==> src/rtl/rea_pkg.sv <==
// Shared types and constants for the ring elementary automaton.
`default_nettype none
package rea_pkg;

    // Ring geometry.
    localparam int NUM_CELLS = 256;
    localparam int WORD_W    = 64;
    localparam int NUM_WORDS = (NUM_CELLS + WORD_W - 1) / WORD_W;
    localparam int SNAP_W    = NUM_WORDS * WORD_W;
    localparam int CNT_W     = (NUM_WORDS > 1) ? $clog2(NUM_WORDS) : 1;

    // Live cells of the seed that ends every rule period.
    localparam int SEED_A = NUM_CELLS / 2;
    localparam int SEED_B = (NUM_CELLS / 2 + NUM_CELLS / 3) % NUM_CELLS;
    localparam int SEED_C = (NUM_CELLS / 2 + NUM_CELLS - NUM_CELLS / 3) % NUM_CELLS;

    // Ring after reset: only the center cell is live.
    localparam logic [NUM_CELLS-1:0] CENTER_RING = NUM_CELLS'(1) << SEED_A;

    // Field widths.
    localparam int FRAME_W = 31;
    localparam int REG_W   = 8;
    localparam int IDX_W   = 3;
    localparam int SLOT_W  = 3;
    localparam int NUM_RULES = 6;

    // Register reset values.
    localparam logic [REG_W-1:0] RULE_A_RST = 8'd90;
    localparam logic [REG_W-1:0] RULE_B_RST = 8'd150;
    localparam logic [REG_W-1:0] RULE_C_RST = 8'd18;
    localparam logic [REG_W-1:0] RULE_D_RST = 8'd22;
    localparam logic [REG_W-1:0] RULE_E_RST = 8'd126;
    localparam logic [REG_W-1:0] RULE_F_RST = 8'd182;
    localparam logic [REG_W-1:0] GENS_RST   = 8'd96;
    localparam logic [REG_W-1:0] FPG_RST    = 8'd5;

    // Last rule slot before wrapping back to the first.
    localparam logic [SLOT_W-1:0] LAST_SLOT = SLOT_W'(NUM_RULES - 1);

    // Configuration register indexes.
    typedef enum logic [IDX_W-1:0] {
        REG_RULE_A = 3'd0,
        REG_RULE_B = 3'd1,
        REG_RULE_C = 3'd2,
        REG_RULE_D = 3'd3,
        REG_RULE_E = 3'd4,
        REG_RULE_F = 3'd5,
        REG_GENS   = 3'd6,
        REG_FPG    = 3'd7
    } cfg_reg_t;

    // Register file contents seen by the generation logic.
    typedef struct packed {
        logic [NUM_RULES-1:0][REG_W-1:0] rules;
        logic [REG_W-1:0]                gens_per_rule;
        logic [REG_W-1:0]                frames_per_gen;
    } cfg_t;

    // Frame result handed from the generation logic to the serializer.
    typedef struct packed {
        logic              load;
        logic              advanced;
        logic [SNAP_W-1:0] ring;
    } frame_res_t;

endpackage
`default_nettype wire

==> src/rtl/rea_cfg.sv <==
// Configuration register file for the ring elementary automaton.
`default_nettype none
module rea_cfg
    import rea_pkg::*;
(
    input  wire logic             aclk,
    input  wire logic             aresetn,
    input  wire logic             cfg_valid,
    output logic                  cfg_ready,
    input  wire logic [IDX_W-1:0] cfg_index,
    input  wire logic [REG_W-1:0] cfg_data,
    output cfg_t                  cfg
);

    cfg_t cfg_reg;

    // Writes are always taken.
    assign cfg_ready = 1'b1;
    assign cfg       = cfg_reg;

    // Register writes, one per transaction.
    always_ff @(posedge aclk) begin
        if (!aresetn) begin
            cfg_reg.rules[0]       <= RULE_A_RST;
            cfg_reg.rules[1]       <= RULE_B_RST;
            cfg_reg.rules[2]       <= RULE_C_RST;
            cfg_reg.rules[3]       <= RULE_D_RST;
            cfg_reg.rules[4]       <= RULE_E_RST;
            cfg_reg.rules[5]       <= RULE_F_RST;
            cfg_reg.gens_per_rule  <= GENS_RST;
            cfg_reg.frames_per_gen <= FPG_RST;
        end else if (cfg_valid) begin
            unique case (cfg_reg_t'(cfg_index))
                REG_RULE_A: cfg_reg.rules[0]       <= cfg_data;
                REG_RULE_B: cfg_reg.rules[1]       <= cfg_data;
                REG_RULE_C: cfg_reg.rules[2]       <= cfg_data;
                REG_RULE_D: cfg_reg.rules[3]       <= cfg_data;
                REG_RULE_E: cfg_reg.rules[4]       <= cfg_data;
                REG_RULE_F: cfg_reg.rules[5]       <= cfg_data;
                REG_GENS:   cfg_reg.gens_per_rule  <= cfg_data;
                REG_FPG:    cfg_reg.frames_per_gen <= cfg_data;
            endcase
        end
    end

endmodule
`default_nettype wire

==> src/rtl/rea_ring.sv <==
// Cell ring, rule sequencing and one-generation update logic.
`default_nettype none
module rea_ring
    import rea_pkg::*;
(
    input  wire logic               aclk,
    input  wire logic               aresetn,
    input  wire logic               accept,
    input  wire logic [FRAME_W-1:0] frame,
    input  wire cfg_t               cfg,
    output frame_res_t              res
);

    logic [NUM_CELLS-1:0] cells_reg;
    logic [NUM_CELLS-1:0] cells_next;
    logic [NUM_CELLS-1:0] stepped;
    logic [NUM_CELLS-1:0] seed;
    logic [REG_W-1:0]     phase_reg;
    logic [REG_W-1:0]     phase_next;
    logic [SLOT_W-1:0]    slot_reg;
    logic [SLOT_W-1:0]    slot_next;
    logic [FRAME_W-1:0]   last_frame_reg;
    logic                 has_adv_reg;
    logic [REG_W-1:0]     rule;
    logic [REG_W-1:0]     period_m1;
    logic [FRAME_W-1:0]   frame_delta;
    logic                 adv;
    logic                 reseed;

    // Rule of the active slot.
    always_comb begin
        unique case (slot_reg)
            3'd0:    rule = cfg.rules[0];
            3'd1:    rule = cfg.rules[1];
            3'd2:    rule = cfg.rules[2];
            3'd3:    rule = cfg.rules[3];
            3'd4:    rule = cfg.rules[4];
            default: rule = cfg.rules[5];
        endcase
    end

    // Each cell looks up its neighborhood in the rule; neighbors wrap around.
    for (genvar i = 0; i < NUM_CELLS; i++) begin : g_cell
        localparam int LEFT  = (i + NUM_CELLS - 1) % NUM_CELLS;
        localparam int RIGHT = (i + 1) % NUM_CELLS;
        assign stepped[i] = rule[{cells_reg[LEFT], cells_reg[i], cells_reg[RIGHT]}];
    end

    // Seed pattern that replaces the ring at the end of a rule period.
    always_comb begin
        seed         = '0;
        seed[SEED_A] = 1'b1;
        seed[SEED_B] = 1'b1;
        seed[SEED_C] = 1'b1;
    end

    // Advance decision: first frame, frame stepped back, or enough frames passed.
    assign frame_delta = frame - last_frame_reg;
    assign adv = !has_adv_reg || (frame < last_frame_reg)
              || (frame_delta >= FRAME_W'(cfg.frames_per_gen));

    // A zero period counts as one generation.
    assign period_m1 = (cfg.gens_per_rule == '0) ? '0 : cfg.gens_per_rule - 8'd1;
    assign reseed    = (phase_reg >= period_m1);

    // Next generation, phase and rule slot.
    always_comb begin
        if (reseed) begin
            cells_next = seed;
            phase_next = '0;
            slot_next  = (slot_reg >= LAST_SLOT) ? '0 : slot_reg + 3'd1;
        end else begin
            cells_next = stepped;
            phase_next = phase_reg + 8'd1;
            slot_next  = slot_reg;
        end
    end

    // State update on each accepted transaction that advances.
    always_ff @(posedge aclk) begin
        if (!aresetn) begin
            cells_reg      <= CENTER_RING;
            phase_reg      <= '0;
            slot_reg       <= '0;
            last_frame_reg <= '0;
            has_adv_reg    <= 1'b0;
        end else if (accept && adv) begin
            cells_reg      <= cells_next;
            phase_reg      <= phase_next;
            slot_reg       <= slot_next;
            last_frame_reg <= frame;
            has_adv_reg    <= 1'b1;
        end
    end

    // Newest ring for this frame goes to the serializer.
    assign res.load     = accept;
    assign res.advanced = adv;
    assign res.ring     = adv ? SNAP_W'(cells_next) : SNAP_W'(cells_reg);

endmodule
`default_nettype wire

==> src/rtl/rea_serializer.sv <==
// Result register that emits one frame's ring as a run of 64-bit words.
`default_nettype none
module rea_serializer
    import rea_pkg::*;
(
    input  wire logic        aclk,
    input  wire logic        aresetn,
    input  wire frame_res_t  res,
    output logic             free,
    output logic             m_valid,
    input  wire logic        m_ready,
    output logic [1:0]       m_word_index,
    output logic [WORD_W-1:0] m_cells_word,
    output logic             m_advanced,
    output logic             m_last_word
);

    logic              busy_reg;
    logic [CNT_W-1:0]  cnt_reg;
    logic [SNAP_W-1:0] snap_reg;
    logic              adv_reg;
    logic              last;
    logic              taken;

    assign last  = (cnt_reg == CNT_W'(NUM_WORDS - 1));
    assign taken = busy_reg && m_ready;
    // A new frame may load while the final word of the previous one is taken.
    assign free  = !busy_reg || (m_ready && last);

    // Word counter and run control.
    always_ff @(posedge aclk) begin
        if (!aresetn) begin
            busy_reg <= 1'b0;
            cnt_reg  <= '0;
        end else if (res.load) begin
            busy_reg <= 1'b1;
            cnt_reg  <= '0;
        end else if (taken) begin
            if (last) begin
                busy_reg <= 1'b0;
            end else begin
                cnt_reg <= cnt_reg + CNT_W'(1);
            end
        end
    end

    // Frame snapshot, held for the whole run.
    always_ff @(posedge aclk) begin
        if (res.load) begin
            snap_reg <= res.ring;
            adv_reg  <= res.advanced;
        end
    end

    // Output word selection.
    assign m_valid      = busy_reg;
    assign m_word_index = 2'(cnt_reg);
    assign m_cells_word = snap_reg[cnt_reg * WORD_W +: WORD_W];
    assign m_advanced   = adv_reg;
    assign m_last_word  = last;

endmodule
`default_nettype wire

==> src/rtl/ring_elementary_automaton_top.sv <==
// Top level of the ring elementary automaton.
//
// Each accepted frame number may advance a 256-cell periodic elementary
// automaton by one generation; the whole ring is updated in the cycle the frame
// transaction is accepted. The frame's result is four 64-bit words, the first
// valid in the cycle after acceptance and one per cycle after that while
// m_ready is high, so the word serializer sets the sustained frame rate. The
// next frame is accepted in the same cycle its predecessor's last word is
// taken. The ring is ready straight out of reset with only cell 128 live.
// Configuration writes are taken in every cycle and must be made only while
// no frame is in flight.
`default_nettype none
module ring_elementary_automaton_top
    import rea_pkg::*;
(
    input  wire logic               aclk,
    input  wire logic               aresetn,
    input  wire logic               s_valid,
    output logic                    s_ready,
    input  wire logic [FRAME_W-1:0] s_frame_number,
    output logic                    m_valid,
    input  wire logic               m_ready,
    output logic [1:0]              m_word_index,
    output logic [WORD_W-1:0]       m_cells_word,
    output logic                    m_advanced,
    output logic                    m_last_word,
    input  wire logic               cfg_valid,
    output logic                    cfg_ready,
    input  wire logic [IDX_W-1:0]   cfg_index,
    input  wire logic [REG_W-1:0]   cfg_data
);

    cfg_t       cfg;
    frame_res_t res;
    logic       free;

    // Input acceptance follows the serializer's room.
    assign s_ready = free;

    // Register file.
    rea_cfg u_cfg (
        .aclk      (aclk),
        .aresetn   (aresetn),
        .cfg_valid (cfg_valid),
        .cfg_ready (cfg_ready),
        .cfg_index (cfg_index),
        .cfg_data  (cfg_data),
        .cfg       (cfg)
    );

    // Generation logic.
    rea_ring u_ring (
        .aclk    (aclk),
        .aresetn (aresetn),
        .accept  (s_valid && free),
        .frame   (s_frame_number),
        .cfg     (cfg),
        .res     (res)
    );

    // Output word serializer.
    rea_serializer u_ser (
        .aclk         (aclk),
        .aresetn      (aresetn),
        .res          (res),
        .free         (free),
        .m_valid      (m_valid),
        .m_ready      (m_ready),
        .m_word_index (m_word_index),
        .m_cells_word (m_cells_word),
        .m_advanced   (m_advanced),
        .m_last_word  (m_last_word)
    );

endmodule
`default_nettype wire

==> config.mk <==
export PLATFORM = sky130hd
export DESIGN_NAME = ring_elementary_automaton_top
export DESIGN_NICKNAME = d
export VERILOG_FILES = /design/src/rtl/rea_pkg.sv /design/src/rtl/rea_cfg.sv /design/src/rtl/rea_ring.sv /design/src/rtl/rea_serializer.sv /design/src/rtl/ring_elementary_automaton_top.sv
export SDC_FILE = /design/constraint.sdc
export NUM_CORES = 2
export LEC_CHECK = 0
export ABC_AREA = 0
export BUFFER_PORTS_ARGS = -buffer_cell sky130_fd_sc_hd__buf_2
export CELL_PAD_IN_SITES_DETAIL_PLACEMENT = 1
export CELL_PAD_IN_SITES_GLOBAL_PLACEMENT = 2
export CORE_ASPECT_RATIO = 1.2
export CORE_MARGIN = 3
export CORE_UTILIZATION = 30
export CTS_BUF_LIST = sky130_fd_sc_hd__clkbuf_2
export DETAILED_ROUTE_END_ITERATION = 6
export PLACE_DENSITY = 0.59
export SETUP_SLACK_MARGIN = 0.02
export SLEW_MARGIN = 25
export SYNTH_ARGS = -nofsm -noshare
export SYNTH_HDL_FRONTEND = slang
export SYNTH_SLANG_ARGS = --single-unit
==> constraint.sdc <==
create_clock -name aclk -period 14.2 [get_ports aclk]
set_input_delay 2.13 -clock aclk [delete_from_list [all_inputs] [get_ports aclk]]
set_output_delay 2.13 -clock aclk [all_outputs]
set_load 0.03 [all_outputs]
Word-level counts from Yosys, hierarchy flattened
Cells that the tools add are included. Widths: inputs -> output; s select.

$add $sub $neg: 5. Equality and inequality tests: 12. Muxes and demuxes: 521. Bitwise gates (word level): 2. Shift-type cells: 1. Order comparisons: 260. Reduce and logical (&&, ||, !) cells: 26.

Operators with widths (number): $lt 3x4->1 const B (256); $bmux 1 s3 (256); $mux 256 (2); $mux 1 (259); $shiftx 256x9->64 (1); $pmux 8 s5 (1); $ge 31x8->1 (1); $lt 31x31->1 (1); $sub 31x31->31 (1); $reduce_and 2->1 (11); $mux 8 (2); $eq 3x3->1 const B (5); $eq 3x2->1 const B (4); $add 8x1->8 const B (1); $ge 8x8->1 (1); $logic_not 8->1 (1); $sub 8x1->8 const B (1); $eq 3x1->1 const B (2); $logic_not 3->1 (2); $logic_and 1x1->1 (4); $reduce_bool 2->1 (2); $add 3x1->3 const B (1); $ge 3x3->1 const B (1); $logic_or 1x1->1 (3); other kinds (6) (8).

Word-level logic and storage cells: 844. Register bits after elaboration: 623. Output and inout port bits: 71.

Logic depth before layout (Yosys ltp)
Word-level depth: 6. Gate-level depth with buffers: 21.

Modules after synthesis
Synthesis repeated with hierarchy kept, for this count alone.

Cells, all modules: 4556. Area total of the unflattened synthesis: 47384.2 µm².

Modules (own cells, without submodules): rea_ring (instances 1, sequential area each 5985.7 µm², cells each 3967, area each 35452.8 µm²); rea_serializer (instances 1, sequential area each 7777.5 µm², cells each 349, area each 9415.3 µm²); rea_cfg (instances 1, sequential area each 1281.2 µm², cells each 239, area each 2509.9 µm²); ring_elementary_automaton_top (instances 1, sequential area each 0.0 µm², cells each 1, area each 6.3 µm²).

Worst setup path after synthesis
OpenSTA, ideal clock, no wires.

Path type: input-to-reg. From: in m_ready. To: reg u_ring.phase_reg[5]. Required time: 14.107 ns. Setup slack: 3.434 ns. Cell stages on the path: 8. Arrival: 10.673 ns. Cell sequence: nand2_1 > nand2_1 > nand2_1 > clkbuf_1 > clkinv_1 > clkbuf_1 > nand4_1 > a21oi_1.

RTL lines: start, declared (line ring_elementary_automaton_top.sv:22) `input wire logic m_ready,`; end signal, assigned (line rea_ring.sv:89) `phase_reg <= phase_next;`; end, declared (line rea_ring.sv:18) `logic [REG_W-1:0] phase_reg;`.

==> results.py <==
metrics = {
    "floorplanning": {
        "die_width_um": 361.3,
        "y_dimension_of_the_die_um": 432.3,
        "initial_utilization": 0.3039,
        "ios": 118,
        "placementRows": 155,
        "die_area_um2": 156200,
        "design.core.area_um2": 149500,
    },
    "timing": {
        "timing.final.crit_period_ps": 6652,
        "tightestPinTransition_ps": 1184,
        "finalClockSkew_ps": 125.5,
        "fin_setup_tns_ps": 0,
        "hold_slack_ps": 461.0,
        "max_clock_freq_mhz": 150.3,
        "setup_repair_after_global_routing_missed_its_margin": "no",
        "finalSetupViolations": 0,
        "max-slew-margin-rel": 0.2106,
        "pins_over_their_slew_limit": 0,
        "finalCritPeriodShare": 0.4685,
        "finalHoldViolations": 0,
    },
    "synthesis": {
        "ys_ff_latch": 623,
        "synth_top_cells_by_count": "nand2_1, mux4_2, clkbuf_1",
        "post_synth_main_area_contributors": "mux4_2, edfxtp_1, dfxtp_1, nand2_1, o211ai_1",
        "syn-num-nets": 4720,
        "synth-edff-count": 257,
        "postSynthAreaPerCell_um2": 9.841,
        "synthArstFlopShare": 0,
        "dominant_synthesized_flop_cell": "dfxtp_1",
        "synth.top_cell.area_share": 0.2855,
        "syn_inst": 4617,
        "yosysTopAreaCell": "mux4_2",
        "ys_seq_area_frac": 0.3311,
        "yosys_warnings": 0,
        "post_synth_instance_area_um2": 45430,
        "synth_cell_type_count": 71,
        "synth.most_common_cell": "nand2_1",
    },
    "power_and_ir_drop": {
        "total_switching_power_mw": 1.460,
        "internal_power_mw": 2.860,
        "clock_power_share": 0.363,
        "seq_power_share": 0.470,
        "power.switching_fraction": 0.3379,
        "p_leak_nw": 14.67,
        "irDropWorstVdd_mv": 0.07839,
        "combinationalPowerShare": 0.168,
        "power.density_nw_per_um2": 89.78,
    },
    "placed_design": {
        "place.detailed.hpwl_um": 89350,
        "io_buffers": 116,
        "routabilityCongestion": 0.7425,
        "placedCellCount": 5984,
    },
    "setup_path": {
        "r2r.worst_path.cells": 20,
        "timing.critical_path.depth": 20,
        "arrival_ps": 8110,
        "critPathSlowestCell": "buf_4",
        "worst-path-max-fanout": 84,
        "critPathMostFrequentCell": "buf_4",
        "worstPathCellList": "buf_2, ha_1, and2_1, a221oi_2, nand2_1, a21o_1, a21oi_1, xnor2_1, ha_1, nand2b_1, mux2i_1, a211oi_1, and4b_1, nand4b_1, nor4b_4, buf_4, buf_4, buf_4, nand2_1, o21ai_1",
        "crit_end": "u_ser.snap_reg[226]$_DFFE_PP_",
        "path_delay_family": "buffers and inverters",
        "crit_path_start": "s_frame_number[3]",
        "required_ps": 15660,
        "worst_path_largest_cell_delay_ps": 860,
        "critical_path.startpoint_type": "input pin",
        "r2r-start": "u_ring.last_frame_reg[3]$_SDFFE_PN0P_",
        "end_kind": "register",
        "rrSetupSlack_ps": 7830,
        "crit_buf_inv": 4,
        "crit_type": "input pin to register",
        "critical_path.reg2reg.endpoint": "u_ser.snap_reg[226]$_DFFE_PP_",
    },
    "clock_network": {
        "cts_buf_count": 192,
        "tritoncts": "done",
        "cts_num_sinks": 623,
        "clock_tree.buffer_depth": 3,
        "clock_tree.htree_level_count": 4,
        "cts_setup_buffers": 0,
        "holdBufCountCts": 0,
        "clkLatencyLatePin_ps": 1670,
        "cts-root-buf": "clkbuf_2",
        "clk_pin_slew_ps": 100,
        "cts_repair_resize_count": 0,
    },
    "routing": {
        "total_routed_length_um": 175000,
        "viasPerCell": 6.067,
        "antenna_violating_nets_post_route": 0,
        "vias": 38600,
        "drtIter0Drc": 2981,
        "drc": 0,
        "dr.pass1.iters": 5,
        "post_drt_wl_per_cell_um": 27.51,
    },
    "run_status": {
        "run_status": "finished, final reports clean",
    },
    "cells_and_area": {
        "syn2layout_area_growth_pct": 5.901,
        "final_layout_size_suffix_gt1_frac": 0.2492,
        "final.fill_count": 16790,
        "fin_cells": 6362,
        "design.final.nets": 4322,
    },
    "global_route": {
        "antenna_found_initial": 5,
        "grt_pass1_vias": 40950,
        "grt.overflow.total": 0,
        "grt_use_total": 0.2218,
        "global_route_wire_length_before_repair_um": 267500,
        "largest_net_degree_at_the_start_of_global_routing": 182,
    },
    "flow_run": {
        "max_cap_viol_count": 0,
    },
    "min_path": {
        "hold_path.class": "register to register",
    },
}
[metal layers]
| metal | part of all wire | track usage |
|---|---|---|
| met4 | 0.019 | 0.05461 |
| met1 | 0.44 | 0.2957 |
| met5 | 0.000074 | 0 |
| met2 | 0.49 | 0.3742 |
| met3 | 0.055 | 0.03874 |
[through the flow]
step	utilization	power, mW	instance area (µm²)	setup slack, ps
final	0.3218	4.320	48120	7548
after global routing	0.3216	4.565	48090	7124
after CTS	0.3210	4.398	48000	7167
after detailed placement	0.3085	2.797	46140	5943
after global placement	0.3085	2.787	46120	6053
after floorplan	-	2.568	45430	3434
[cells by family after synthesis]
kind of cell,count (synthesis),share of synthesized area
AOI/OAI and AO/OA,1322,0.1813
and+or+nand+nor,1181,0.1068
buffers and inverters,829,0.07339
DFF,623,0.3311
muxes,593,0.2893
adders and majority gates,56,0.01559
xor gates and xnor gates,12,0.002313
other,1,0.00008254
[layout make-up]
| type | count | area, µm² | area share |
|---|---|---|---|
| Sequential cell | 623 | 15050 | 0.3128 |
| Clock inverter | 73 | 425.4 | 0.008841 |
| Tap cell | 1962 | 2455 | 0.05102 |
| Antenna cell | 14 | 35.03 | 0.0007281 |
| Timing Repair Buffer | 181 | 1251 | 0.02600 |
| Clock buffer | 288 | 1441 | 0.02996 |
| Multi-Input combinational cell | 3165 | 27230 | 0.5659 |
| Inverter | 56 | 225.2 | 0.004681 |
[how the worst min path moves through the flow]
| stage | endpoint | depth (start not counted) | slack, ps | startpoint |
|---|---|---|---|---|
| 5_1_grt | u_cfg.cfg[24]$_SDFFE_PN0P_ | 2 | 480 | u_cfg.cfg[24]$_SDFFE_PN0P_ |
| 2_1_floorplan | u_cfg.cfg[56]$_SDFFE_PN0P_ | 2 | 430 | u_cfg.cfg[56]$_SDFFE_PN0P_ |
| 3_5_place_dp | u_cfg.cfg[1]$_SDFFE_PN0P_ | 2 | 450 | u_cfg.cfg[1]$_SDFFE_PN0P_ |
| 6_report | u_cfg.cfg[55]$_SDFFE_PN0P_ | 2 | 460 | u_cfg.cfg[55]$_SDFFE_PN0P_ |
| 4_1_cts | u_cfg.cfg[48]$_SDFFE_PN0P_ | 2 | 460 | u_cfg.cfg[48]$_SDFFE_PN0P_ |
| 3_3_place_gp | u_cfg.cfg[48]$_SDFFE_PN0P_ | 2 | 440 | u_cfg.cfg[48]$_SDFFE_PN0P_ |
[tightest hold or removal path, cell delays in order, from the launching register on]
cell and delay [ps]:
dfxtp_1 310, nand2_1 50, a21oi_1 50
[power groups by stage]
stage / sequential (mW) / clock, mW / combinational, mW
6_report: 2.03 / 1.57 / 0.724
5_1_grt: 2.04 / 1.74 / 0.787
4_1_cts: 2.03 / 1.64 / 0.727
3_5_place_dp: 2.07 / 0 / 0.725
3_3_place_gp: 2.07 / 0 / 0.717
2_1_floorplan: 2.02 / 0 / 0.548
[cell usage in the layout (no fill, tap or decap), types with 6 or more instances in the layout]
master	synthesis	final
a211oi_1	15	15
a21o_1	11	11
a21oi_1	127	127
a222oi_1	8	8
a22oi_1	10	10
a31o_1	8	8
and2_1	11	11
and3_1	7	6
and4_1	6	6
buf_12	0	10
buf_2	68	115
buf_4	32	51
clkbuf_2	2	288
clkinv_1	1	55
clkinv_2	0	9
dfxtp_1	366	364
diode_2	0	14
edfxtp_1	257	257
ha_1	55	55
inv_1	54	54
mux2i_1	14	11
mux4_2	576	576
nand2_1	942	940
nand2b_1	12	12
nand3_1	73	73
nand4_1	16	16
nor2_1	50	50
nor2b_1	8	8
nor3_1	18	17
nor4_1	13	13
o211ai_1	262	262
o21a_1	17	13
o21ai_0	321	316
o21ai_1	259	259
o31ai_1	248	248
or3_1	6	6
xnor2_1	7	7
Note: power is estimated with default switching activity, not from simulation.
